$ cat src/rtl/rflp_pkg.sv
package rflp_pkg;

   localparam int RegWidth = 6;
   localparam int MaskWidth = 64;

   localparam logic [2:0] CMD_CLEAR        = 3'd0;
   localparam logic [2:0] CMD_ADMIT        = 3'd1;
   localparam logic [2:0] CMD_TAKE_FRONT   = 3'd2;
   localparam logic [2:0] CMD_TAKE_CALLER  = 3'd3;
   localparam logic [2:0] CMD_TAKE_CALLEE  = 3'd4;
   localparam logic [2:0] CMD_RELEASE      = 3'd5;

   localparam logic [2:0] ST_OK         = 3'd0;
   localparam logic [2:0] ST_EMPTY      = 3'd1;
   localparam logic [2:0] ST_INELIGIBLE = 3'd2;
   localparam logic [2:0] ST_DUPLICATE  = 3'd3;
   localparam logic [2:0] ST_FULL       = 3'd4;

   localparam logic [2:0] CSR_CALLEE_SAVED = 3'd0;
   localparam logic [2:0] CSR_GPR_ALLOC    = 3'd1;
   localparam logic [2:0] CSR_EXCLUDED     = 3'd2;
   localparam logic [2:0] CSR_SCRATCH_A    = 3'd3;
   localparam logic [2:0] CSR_SCRATCH_B    = 3'd4;

   localparam logic [1:0] MODE_FRONT  = 2'd0;
   localparam logic [1:0] MODE_CALLER = 2'd1;
   localparam logic [1:0] MODE_CALLEE = 2'd2;

   typedef enum logic [2:0] {
      OP_CLEAR,
      OP_ADMIT,
      OP_TAKE,
      OP_RELEASE,
      OP_NONE
   } kind_type;

   typedef struct packed {
      kind_type              kind;
      logic [1:0]            mode;
      logic                  cls;
      logic [RegWidth-1:0]   reg_num;
   } op_type;

   typedef struct packed {
      logic [MaskWidth-1:0]  callee_saved;
      logic [MaskWidth-1:0]  gpr_alloc;
      logic [MaskWidth-1:0]  excluded;
      logic [RegWidth-1:0]   scratch_a;
      logic [RegWidth-1:0]   scratch_b;
   } cfg_type;

endpackage

$ cat src/rtl/rflp_ram.sv
module rflp_ram #(
   parameter int WIDTH = 6,
   parameter int DEPTH = 128
) (
   input  logic                     clock,
   input  logic                     wr_en,
   input  logic [$clog2(DEPTH)-1:0] wr_addr,
   input  logic [WIDTH-1:0]         wr_data,
   input  logic [$clog2(DEPTH)-1:0] rd_addr,
   output logic [WIDTH-1:0]         rd_data
);

   logic [WIDTH-1:0] mem_ff [DEPTH];
   logic [WIDTH-1:0] rd_data_ff;

   always_ff @(posedge clock) begin
      if (wr_en) begin
         mem_ff[wr_addr] <= wr_data;
      end
      rd_data_ff <= mem_ff[rd_addr];
   end

   assign rd_data = rd_data_ff;

endmodule

$ cat src/rtl/rflp_front.sv
module rflp_front
   import rflp_pkg::*;
(
   input  logic        clock,
   input  logic        reset,
   input  logic        req_tvalid,
   output logic        req_tready,
   input  logic [7:0]  req_tdata,
   input  logic [3:0]  req_tuser,
   output logic        op_valid,
   input  logic        op_ready,
   output op_type      op
);

   op_type     q_ff [2];
   logic       wr_ptr_ff;
   logic       rd_ptr_ff;
   logic [1:0] cnt_ff;
   op_type     dec;
   logic       push;
   logic       pop;

   always_comb begin
      dec.cls     = req_tuser[3];
      dec.reg_num = req_tdata[RegWidth-1:0];
      dec.mode    = MODE_FRONT;
      case (req_tuser[2:0])
         CMD_CLEAR:       dec.kind = OP_CLEAR;
         CMD_ADMIT:       dec.kind = OP_ADMIT;
         CMD_TAKE_FRONT:  dec.kind = OP_TAKE;
         CMD_TAKE_CALLER: begin
            dec.kind = OP_TAKE;
            dec.mode = MODE_CALLER;
         end
         CMD_TAKE_CALLEE: begin
            dec.kind = OP_TAKE;
            dec.mode = MODE_CALLEE;
         end
         CMD_RELEASE:     dec.kind = OP_RELEASE;
         default:         dec.kind = OP_NONE;
      endcase
   end

   assign req_tready = (cnt_ff != 2'd2);
   assign op_valid   = (cnt_ff != 2'd0);
   assign op         = q_ff[rd_ptr_ff];
   assign push       = req_tvalid && req_tready;
   assign pop        = op_valid && op_ready;

   always_ff @(posedge clock) begin
      if (push) begin
         q_ff[wr_ptr_ff] <= dec;
      end
      if (reset) begin
         wr_ptr_ff <= 1'b0;
         rd_ptr_ff <= 1'b0;
         cnt_ff    <= 2'd0;
      end else begin
         if (push) begin
            wr_ptr_ff <= ~wr_ptr_ff;
         end
         if (pop) begin
            rd_ptr_ff <= ~rd_ptr_ff;
         end
         cnt_ff <= cnt_ff + {1'b0, push} - {1'b0, pop};
      end
   end

endmodule

$ cat src/rtl/rflp_back.sv
module rflp_back
   import rflp_pkg::*;
#(
   parameter int LIST_DEPTH = 64,
   parameter int REG_COUNT  = 64,
   parameter int FPR_BASE   = 32
) (
   input  logic        clock,
   input  logic        reset,
   input  cfg_type     cfg,
   input  logic        op_valid,
   output logic        op_ready,
   input  op_type      op,
   output logic        rsp_tvalid,
   input  logic        rsp_tready,
   output logic [7:0]  rsp_tdata,
   output logic [2:0]  rsp_tuser
);

   localparam int IW = $clog2(LIST_DEPTH);
   localparam int CW = $clog2(LIST_DEPTH + 1);
   localparam int AW = IW + 1;

   typedef enum logic [2:0] {
      S_IDLE,
      S_RD,
      S_CHK,
      S_SH_RD,
      S_SH_WR
   } state_type;

   state_type            state_ff;
   op_type               cur_ff;
   logic [IW-1:0]        idx_ff;
   logic [RegWidth-1:0]  first_ff;
   logic [RegWidth-1:0]  taken_ff;
   logic [CW-1:0]        gcount_ff;
   logic [CW-1:0]        fcount_ff;
   logic [MaskWidth-1:0] elig_ff;
   logic                 rsp_valid_ff;
   logic [RegWidth-1:0]  rsp_taken_ff;
   logic [2:0]           rsp_status_ff;

   logic                 wr_en;
   logic [AW-1:0]        wr_addr;
   logic [RegWidth-1:0]  wr_data;
   logic [AW-1:0]        rd_addr;
   logic [RegWidth-1:0]  rd_data;

   logic [CW-1:0]        op_count;
   logic [CW-1:0]        cur_count;
   logic                 admit_ok;
   logic                 release_ok;
   logic                 is_last;
   logic                 is_match;
   logic [RegWidth-1:0]  front_val;
   logic [CW-1:0]        idx_next;

   assign op_ready   = (state_ff == S_IDLE) && !rsp_valid_ff;
   assign op_count   = op.cls ? fcount_ff : gcount_ff;
   assign cur_count  = cur_ff.cls ? fcount_ff : gcount_ff;
   assign idx_next   = CW'(idx_ff) + CW'(1);
   assign is_last    = (idx_next == cur_count);
   assign front_val  = (idx_ff == IW'(0)) ? rd_data : first_ff;

   always_comb begin
      if (op.cls) begin
         admit_ok = (op.reg_num != cfg.scratch_a) && (op.reg_num != cfg.scratch_b);
      end else begin
         admit_ok = cfg.gpr_alloc[op.reg_num];
      end
      admit_ok   = admit_ok && !cfg.excluded[op.reg_num]
                   && ({1'b0, op.reg_num} < 7'(REG_COUNT));
      release_ok = elig_ff[op.reg_num] && ({1'b0, op.reg_num} < 7'(REG_COUNT))
                   && !(op.cls && ({1'b0, op.reg_num} < 7'(FPR_BASE)));
   end

   always_comb begin
      case (cur_ff.mode)
         MODE_CALLER: is_match = !cfg.callee_saved[rd_data];
         MODE_CALLEE: is_match = cfg.callee_saved[rd_data];
         default:     is_match = 1'b1;
      endcase
   end

   always_comb begin
      wr_en   = 1'b0;
      wr_addr = {op.cls, op_count[IW-1:0]};
      wr_data = op.reg_num;
      rd_addr = {cur_ff.cls, idx_ff};
      case (state_ff)
         S_IDLE: begin
            wr_en = op_valid && op_ready && (op_count != CW'(LIST_DEPTH))
                    && (((op.kind == OP_ADMIT) && admit_ok)
                        || ((op.kind == OP_RELEASE) && release_ok
                            && (op_count == CW'(0))));
         end
         S_CHK: begin
            wr_addr = {cur_ff.cls, cur_count[IW-1:0]};
            wr_data = cur_ff.reg_num;
            wr_en   = (cur_ff.kind == OP_RELEASE) && (rd_data != cur_ff.reg_num)
                      && is_last && (cur_count != CW'(LIST_DEPTH));
         end
         S_SH_RD: begin
            rd_addr = {cur_ff.cls, idx_next[IW-1:0]};
         end
         S_SH_WR: begin
            wr_en   = 1'b1;
            wr_addr = {cur_ff.cls, idx_ff};
            wr_data = rd_data;
         end
         default: begin
         end
      endcase
   end

   rflp_ram #(
      .WIDTH (RegWidth),
      .DEPTH (2 ** AW)
   ) u_ram (
      .clock   (clock),
      .wr_en   (wr_en),
      .wr_addr (wr_addr),
      .wr_data (wr_data),
      .rd_addr (rd_addr),
      .rd_data (rd_data)
   );

   always_ff @(posedge clock) begin
      if (reset) begin
         state_ff      <= S_IDLE;
         gcount_ff     <= '0;
         fcount_ff     <= '0;
         elig_ff       <= '0;
         rsp_valid_ff  <= 1'b0;
      end else begin
         if (rsp_valid_ff && rsp_tready) begin
            rsp_valid_ff <= 1'b0;
         end
         case (state_ff)
            S_IDLE: begin
               if (op_valid && op_ready) begin
                  cur_ff        <= op;
                  idx_ff        <= '0;
                  rsp_taken_ff  <= '0;
                  rsp_status_ff <= ST_OK;
                  case (op.kind)
                     OP_CLEAR: begin
                        gcount_ff    <= '0;
                        fcount_ff    <= '0;
                        elig_ff      <= '0;
                        rsp_valid_ff <= 1'b1;
                     end
                     OP_ADMIT: begin
                        rsp_valid_ff <= 1'b1;
                        if (!admit_ok) begin
                           rsp_status_ff <= ST_INELIGIBLE;
                        end else if (op_count == CW'(LIST_DEPTH)) begin
                           rsp_status_ff <= ST_FULL;
                        end else begin
                           elig_ff[op.reg_num] <= 1'b1;
                           if (op.cls) begin
                              fcount_ff <= fcount_ff + CW'(1);
                           end else begin
                              gcount_ff <= gcount_ff + CW'(1);
                           end
                        end
                     end
                     OP_RELEASE: begin
                        if (!release_ok) begin
                           rsp_status_ff <= ST_INELIGIBLE;
                           rsp_valid_ff  <= 1'b1;
                        end else if (op_count == CW'(0)) begin
                           rsp_valid_ff <= 1'b1;
                           if (op.cls) begin
                              fcount_ff <= CW'(1);
                           end else begin
                              gcount_ff <= CW'(1);
                           end
                        end else begin
                           state_ff <= S_RD;
                        end
                     end
                     OP_TAKE: begin
                        if (op_count == CW'(0)) begin
                           rsp_status_ff <= ST_EMPTY;
                           rsp_valid_ff  <= 1'b1;
                        end else begin
                           state_ff <= S_RD;
                        end
                     end
                     default: begin
                        rsp_valid_ff <= 1'b1;
                     end
                  endcase
               end
            end
            S_RD: begin
               state_ff <= S_CHK;
            end
            S_CHK: begin
               if (idx_ff == IW'(0)) begin
                  first_ff <= rd_data;
               end
               if (cur_ff.kind == OP_RELEASE) begin
                  if (rd_data == cur_ff.reg_num) begin
                     rsp_status_ff <= ST_DUPLICATE;
                     rsp_valid_ff  <= 1'b1;
                     state_ff      <= S_IDLE;
                  end else if (is_last) begin
                     rsp_valid_ff <= 1'b1;
                     state_ff     <= S_IDLE;
                     if (cur_count == CW'(LIST_DEPTH)) begin
                        rsp_status_ff <= ST_FULL;
                     end else if (cur_ff.cls) begin
                        fcount_ff <= fcount_ff + CW'(1);
                     end else begin
                        gcount_ff <= gcount_ff + CW'(1);
                     end
                  end else begin
                     idx_ff   <= idx_ff + IW'(1);
                     state_ff <= S_RD;
                  end
               end else if (is_match || is_last) begin
                  if (is_match) begin
                     taken_ff <= rd_data;
                  end else begin
                     taken_ff <= front_val;
                     idx_ff   <= '0;
                  end
                  if (is_last && (is_match || (idx_ff == IW'(0)))) begin
                     rsp_taken_ff <= rd_data;
                     rsp_valid_ff <= 1'b1;
                     state_ff     <= S_IDLE;
                     if (cur_ff.cls) begin
                        fcount_ff <= fcount_ff - CW'(1);
                     end else begin
                        gcount_ff <= gcount_ff - CW'(1);
                     end
                  end else begin
                     state_ff <= S_SH_RD;
                  end
               end else begin
                  idx_ff   <= idx_ff + IW'(1);
                  state_ff <= S_RD;
               end
            end
            S_SH_RD: begin
               state_ff <= S_SH_WR;
            end
            S_SH_WR: begin
               if ((idx_next + CW'(1)) == cur_count) begin
                  rsp_taken_ff <= taken_ff;
                  rsp_valid_ff <= 1'b1;
                  state_ff     <= S_IDLE;
                  if (cur_ff.cls) begin
                     fcount_ff <= fcount_ff - CW'(1);
                  end else begin
                     gcount_ff <= gcount_ff - CW'(1);
                  end
               end else begin
                  idx_ff   <= idx_ff + IW'(1);
                  state_ff <= S_SH_RD;
               end
            end
            default: begin
               state_ff <= S_IDLE;
            end
         endcase
      end
   end

   assign rsp_tvalid = rsp_valid_ff;
   assign rsp_tdata  = {2'b00, rsp_taken_ff};
   assign rsp_tuser  = rsp_status_ff;

endmodule

$ cat src/rtl/register_free_list_pool_unit.sv
// Clear, admit, ineligible requests and requests on an empty list are answered
// from the idle state; a take from a list of one entry answers without a shift.
// Release scans the class list one entry at a time, then appends.
// Take scans for the preferred entry and closes the gap by shifting each
// following entry, all through one list RAM port pair.
// Throughput: one request at a time in the list engine; two more queue ahead.
// Reset: synchronous, clears counts, eligibility, queue and configuration.
module register_free_list_pool_unit
   import rflp_pkg::*;
#(
   parameter int LIST_DEPTH = 64,
   parameter int REG_COUNT  = 64,
   parameter int FPR_BASE   = 32
) (
   input  logic        clock,
   input  logic        reset,
   input  logic        req_tvalid,
   output logic        req_tready,
   input  logic [7:0]  req_tdata,   // [5:0] reg_number, [7:6] zero
   input  logic [3:0]  req_tuser,   // [2:0] cmd, [3] reg_class
   output logic        rsp_tvalid,
   input  logic        rsp_tready,
   output logic [7:0]  rsp_tdata,   // [5:0] taken_reg, [7:6] zero
   output logic [2:0]  rsp_tuser,   // [2:0] status
   input  logic        csr_valid,
   output logic        csr_ready,
   input  logic [2:0]  csr_index,
   input  logic [63:0] csr_wdata
);

   cfg_type cfg_ff;
   logic    op_valid;
   logic    op_ready;
   op_type  op;

   assign csr_ready = 1'b1;

   always_ff @(posedge clock) begin
      if (reset) begin
         cfg_ff <= '0;
      end else if (csr_valid) begin
         case (csr_index)
            CSR_CALLEE_SAVED: cfg_ff.callee_saved <= csr_wdata;
            CSR_GPR_ALLOC:    cfg_ff.gpr_alloc    <= csr_wdata;
            CSR_EXCLUDED:     cfg_ff.excluded     <= csr_wdata;
            CSR_SCRATCH_A:    cfg_ff.scratch_a    <= csr_wdata[RegWidth-1:0];
            CSR_SCRATCH_B:    cfg_ff.scratch_b    <= csr_wdata[RegWidth-1:0];
            default: begin
            end
         endcase
      end
   end

   rflp_front u_front (
      .clock      (clock),
      .reset      (reset),
      .req_tvalid (req_tvalid),
      .req_tready (req_tready),
      .req_tdata  (req_tdata),
      .req_tuser  (req_tuser),
      .op_valid   (op_valid),
      .op_ready   (op_ready),
      .op         (op)
   );

   rflp_back #(
      .LIST_DEPTH (LIST_DEPTH),
      .REG_COUNT  (REG_COUNT),
      .FPR_BASE   (FPR_BASE)
   ) u_back (
      .clock      (clock),
      .reset      (reset),
      .cfg        (cfg_ff),
      .op_valid   (op_valid),
      .op_ready   (op_ready),
      .op         (op),
      .rsp_tvalid (rsp_tvalid),
      .rsp_tready (rsp_tready),
      .rsp_tdata  (rsp_tdata),
      .rsp_tuser  (rsp_tuser)
   );

endmodule

$ cat config.mk
export PLATFORM = sky130hd
export DESIGN_NAME = register_free_list_pool_unit
export DESIGN_NICKNAME = d
export VERILOG_FILES = /design/src/rtl/rflp_pkg.sv /design/src/rtl/rflp_ram.sv /design/src/rtl/rflp_front.sv /design/src/rtl/rflp_back.sv /design/src/rtl/register_free_list_pool_unit.sv
export SDC_FILE = /design/constraint.sdc
export NUM_CORES = 2
export LEC_CHECK = 0
export BUFFER_PORTS_ARGS = -buffer_cell sky130_fd_sc_hd__buf_2
export CAP_MARGIN = 0
export CORE_MARGIN = 4
export CORE_UTILIZATION = 65
export DETAILED_ROUTE_END_ITERATION = 6
export PLACE_DENSITY = 0.82
export SYNTH_ARGS = -nofsm -noshare
export SYNTH_HDL_FRONTEND = slang
export SYNTH_SLANG_ARGS = --single-unit
$ cat constraint.sdc
create_clock -name clock -period 18.2 [get_ports clock]
set_input_delay 2.73 -clock clock [delete_from_list [all_inputs] [get_ports clock]]
set_output_delay 2.73 -clock clock [all_outputs]
set_load 0.1 [all_outputs]
# == Yosys cells after proc, flatten, opt, wreduce, memory -nomap -nowiden ==
# Memory sizes are Yosys's and may differ from the RTL's. A register that Yosys moved wholly into a read port is not among the register bits.
# Index checks and enable logic that the tools add are counted.
# word_totals
ff_bits,329
ramBits,792
inputBits,84
out_inout_bits,14
memories,2
# mem_list
name,depth,word_bits,read_ports,rd_clocked_by_memory_dff,write_ports,line,source
u_back.u_ram.mem_ff,128,6,1,1,1,rflp_ram.sv:13,logic [WIDTH-1:0] mem_ff [DEPTH];
u_front.q_ff,2,12,1,1,1,rflp_front.sv:15,op_type q_ff [2];
# classes
addsub,9
magnitude_cmp,4
eq_ne,60
muxes,114
n_bitwise,5
n_reduce_logical,51
# ops
op,count
2-to-1 mux 7 bit,34
2-to-1 mux 64 bit,2
case mux 64 bit (2 select lines),1
2-to-1 mux 6 bit,14
case mux 7 bit (3 select lines),4
bitwise OR 64 bit,1
2-to-1 mux 3 bit,12
case mux 6 bit (3 select lines),2
AND reduction 16 bit,2
equality test 3 x 2 -> 1 bit (second input constant),9
inequality test 3 bit (second input constant),9
binary-select mux 1 bit (select 6 bit),4
2-to-1 mux 1 bit,24
adder 7 x 1 -> 7 bit (second input constant),3
logical AND 1 bit,18
inequality test 3 x 2 -> 1 bit (second input constant),6
inequality test 6 bit,3
case mux 3 bit (5 select lines),1
equality test 7 bit,2
equality test 7 bit (second input constant),2
< comparator 6 x 7 -> 1 bit (second input constant),2
inequality test 7 bit (second input constant),2
case mux 7 bit (2 select lines),1
AND reduction 7 bit,2
other kinds (39),83

# == Longest topological paths before layout ==
# logic_depth
ltp_word,11
mapped_depth,16

# == Hierarchy ==
# A second synthesis with hierarchy kept.
# unflattened
cells_unflattened,3137
hier_area_um2,48462.7
# modules_own_cells
mod,n_inst,cells_each,area_each_um2,seq_area_each_um2
rflp_ram,1,1264,29873.7,23182.2
rflp_back,1,1064,9261.4,2812.7
register_free_list_pool_unit,1,737,8172.8,4083.9
rflp_front,1,72,1154.9,820.8

# == Least setup slack after synthesis ==
# Ideal clock, no wire load.
# synth_path
kind,register to register
startpoint,register u_back.state_ff[2]
endpoint,"memory u_back.u_ram.mem_ff[0][2], data pin"
setup_time_ps,891
t_arrival_ps,5105
t_required_ps,17309
setup_slack_ps,12204
path_stages_with_launch,7
n_path_buf,4
path_cell_list,dfxtp_1 > clkbuf_1 > clkbuf_1 > clkbuf_1 > clkbuf_1 > a21oi_1 > a21oi_1
# synth_between
elab_chain_len,2
word_cells_on_any_way,3
cone_classes,eq/ne: 2; mux: 1
# synth_lines
element,line,source
start: declaration,rflp_back.sv:32,state_type state_ff;
start signal: assignment,rflp_back.sv:131,state_ff <= S_IDLE;
start signal: assignment,rflp_back.sv:181,state_ff <= S_RD;
start signal: assignment,rflp_back.sv:189,state_ff <= S_RD;
equality test 3 bit / equality test 3 x 2 -> 1 bit (equally long branches),rflp_back.sv:91,case (state_ff)
case mux 6 bit (2 select lines) *,rflp_back.sv:91,
named net u_back.u_ram.wr_data[2],rflp_ram.sv:8,"input logic [WIDTH-1:0] wr_data,"
end: declaration,rflp_ram.sv:13,
# Mark *: on every way through the listed nets, which the timed path passes. The rest lies on a longest branch.

==> metrics <==
element type at the critical path end=flop; WHS Path Cells=2; adder-cell share of the synthesized area=0.2877%; Core ar.=72960 µm²; CTS tree=yes; Initial Util=65.57%; global-route wire length before repair=194800 µm; die outline area=78010 µm²; Fmax=140.7 MHz; EDFF count, synth=831; Hold Crit Class=flop to flop; register bit total from synthesis=1128; Pwr per Cell Area=135.7 nW/µm²; CP Class=flop to flop; worst r2r path cells=14; Syn Area/Cell=14.12 µm²; fin. max-slew vios=0; Syn Inst Count=3388; Synth Area in XOR/XNOR=0.7061%; Critical Path AT=7.39 ns; violations in the final reports=design-rule violations; Die X=279.3 µm; Slew @ Worst Pin=1.276 ns; P_int=4880 µW; Worst EP required=18.48 ns; crit path max fanout=92; FILL cells=4512; setup bufs post-CTS=0; CTS resizes=0; total grt overflow=0; total wire length=128900 µm; CTS root buf=clkbuf_16; Flop pwr share=44.3%; Final Cycle Share=39.05%; Setup crit start kind=flop; mux contribution to synthesized area=14.86%; Worst-path clk slew=0.06 ns; H-tree depth=3; Synth top area share=52.16%; combinational family with the most area after synthesis=multiplexers; antenna viol nets, final=0; Setup violations, final=0; ys async rst share=0%; Setup TNS=0 ns; drt wl/cell=28.95 µm; Total Power=7131 µW; worst-skew pair later-pin latency=0.69 ns; CTS Buf Count=107; sequential area share after synthesis=64.59%; dpl hpwl=76820 µm; pin count of the biggest net entering global routing=125; port bufs=92; Synth Area in Compound Gates=7.734%; min Tclk post-route=7.107 ns; Worst Clk Skew=0.04172 ns; Net Switching=2251 µW; first drt pass iteration count=7; Sink Count=1128; GP Congestion=0.9302; VDD IR-drop max=0.1370 mV; hold slack final=0.4519 ns; hold_sp=u_back.elig_ff[63]; Worst slew margin=14.74%; Leak Pwr=0.01685 µW; final hold violation count=0; Vias per Instance=6.992; Cell Area, Synth=47840 µm²; height of the die=279.3 µm; IO Pins=98; vias in the first global route=31020; main area contributors after synthesis=edfxtp_1 (52%), mux4_2 (13%), dfxtp_1 (12%), nand2_1 (4.5%), a21oi_1 (2.7%); capturing point of the worst reg2reg path=u_back.u_ram.mem_ff[104][0]; initial antenna violation count=5; reg2reg setup slack=11.09 ns; combinational share of power=24.6%; cell type with the largest total area after synthesis=edfxtp_1; simple-gate area share of the yosys netlist=9.371%; RSZ-0062 raised after global routing=no; Max Buffers Root-to-Sink=3; Rows=99; switching share of power=31.57%; via count=31140; Iter 0 DRT Violations=4860; hold buffers post-CTS=0; count of different cell masters after synthesis=85; GRT Total Usage=33.00%; nets@finish=3496; Hold EP=u_back.elig_ff[63]; Ys Warns=0; Post-synth top flop=edfxtp_1; Synth-to-Final Area Change=9.857%; MaxCap Viol Count=0; status=complete, but fails checks; share of layout cells above drive strength 1=18.79%; clock share of power=31.1%; DRC violations left=1
registers in the layout, indices dropped and copies added (netlist names), 2 cells and up, named ones only:
| name | cells |
|---|---|
| u_back.taken_ff | 6 |
| u_back.cur_ff | 12 |
| u_front.cnt_ff | 2 |
| u_back.rsp_tuser | 3 |
| u_back.rsp_taken_ff | 6 |
| u_front.q_ff | 24 |
| u_back.u_ram.rd_data | 6 |
| u_back.idx_ff | 6 |
| u_back.gcount_ff | 7 |
| u_back.state_ff | 3 |
| u_back.first_ff | 6 |
| u_back.fcount_ff | 7 |
| u_back.u_ram.mem_ff | 768 |
| cfg_ff | 204 |
| u_back.elig_ff | 64 |
critical path, cell delays in order (launching register included):
cell,delay [ns]
dfxtp_2,0.99
mux2i_4,0.35
buf_4,0.54
inv_2,0.40
buf_4,0.41
mux2_1,0.37
a22oi_1,0.27
a31o_1,0.19
nand4_1,0.12
or4_4,0.64
nor2_4,0.31
a211oi_4,0.10
buf_4,0.29
buf_4,0.48
nor3_1,1.06
power groups by stage:
stage          Clock (µW)  Sequential, µW  Combinational, µW
3_5_place_dp            0            3210               1700
2_1_floorplan           0            3230               1110
4_1_cts              2230            3160               1720
6_report             2210            3160               1760
5_1_grt              2350            3160               1840
3_3_place_gp            0            3200               1620
Yosys cell counts (10+ instances only):
cell	count
edfxtp_1	831
nand2_1	577
dfxtp_1	297
mux4_2	267
a21oi_1	260
clkbuf_1	158
nor3_1	155
nor2_1	116
mux2i_1	66
buf_2	40
o21ai_0	38
o41ai_1	38
inv_1	37
nand3_1	29
buf_1	26
mux2_2	24
a221oi_1	23
a22oi_1	23
xnor2_1	23
a22o_1	20
nor2b_1	19
and2_1	13
and3_1	13
nand4_1	13
xor2_1	13
a31oi_1	12
nand2b_1	12
o22ai_1	12
a211oi_1	11
ha_1	11
a32oi_1	10
o41ai_2	10
logic make-up (layout without fill, tap and decap cells):
group / count (synthesis) / after routing
flip-flops: 1128 / 1128
AND/OR/NAND/NOR: 1011 / 1011
AO/OA/AOI/OAI: 553 / 553
multiplexers: 367 / 367
buffers and inverters: 279 / 381
XOR/XNOR: 37 / 37
adder cells (fa/ha/maj): 11 / 11
other: 2 / 6
area by class of cell:
cell class	count	area (µm²)	share of cell area [%]
flip-flops and latches	1128	30900	58.80
multi-input cells	1982	15960	30.37
clock buffers	139	2869	5.459
well taps	959	1200	2.283
repair buffers	141	859.6	1.636
clock inverters	60	603.1	1.147
inverters	41	153.9	0.2928
diodes	3	7.507	0.01428
metal layers:
metal  global-route usage, %  part of all wire [%]
met1                   43.06                    35
met2                   54.57                    49
met3                   5.984                   9.5
met4                   15.87                   5.8
met5                       0                 0.035
placed cells by master, fill, tap and decap left out, types with 13 or more instances in the layout:
cell,count
clkbuf_16,108
edfxtp_1,831
o21ai_0,38
dfxtp_1,295
mux4_2,267
nor2b_1,19
nand3_1,29
a221oi_1,23
buf_2,91
mux2i_1,65
inv_1,37
nor2_1,114
clkbuf_1,26
and3_1,13
nor3_1,155
xnor2_1,20
a22o_1,20
mux2_2,24
clkinv_1,22
nand2_1,576
a22oi_1,23
nand4_1,13
o41ai_1,38
a21oi_1,257
buf_4,47
worst max-delay path by stage:
stage               cells past startpoint                          end
floorplan                               6    u_back.u_ram.mem_ff[0][2]
global placement                       14  u_back.u_ram.mem_ff[126][1]
detailed placement                     14   u_back.u_ram.mem_ff[94][4]
CTS                                    14  u_back.u_ram.mem_ff[125][2]
global route                           14  u_back.u_ram.mem_ff[104][5]
finish                                 14  u_back.u_ram.mem_ff[104][0]
per-stage QoR:
stage	worst slack, ns	area [µm²]	utilization, %	instances
after floorplan	12.20	47840	-	3389
after global placement	11.55	49060	67.24	4250
after detailed placement	11.36	49060	67.24	4250
after CTS	11.23	52530	72.00	4449
after global routing	10.93	52550	72.03	4450
final	11.09	52560	72.04	4453
No activity file was read; power rests on OpenSTA's default activity.
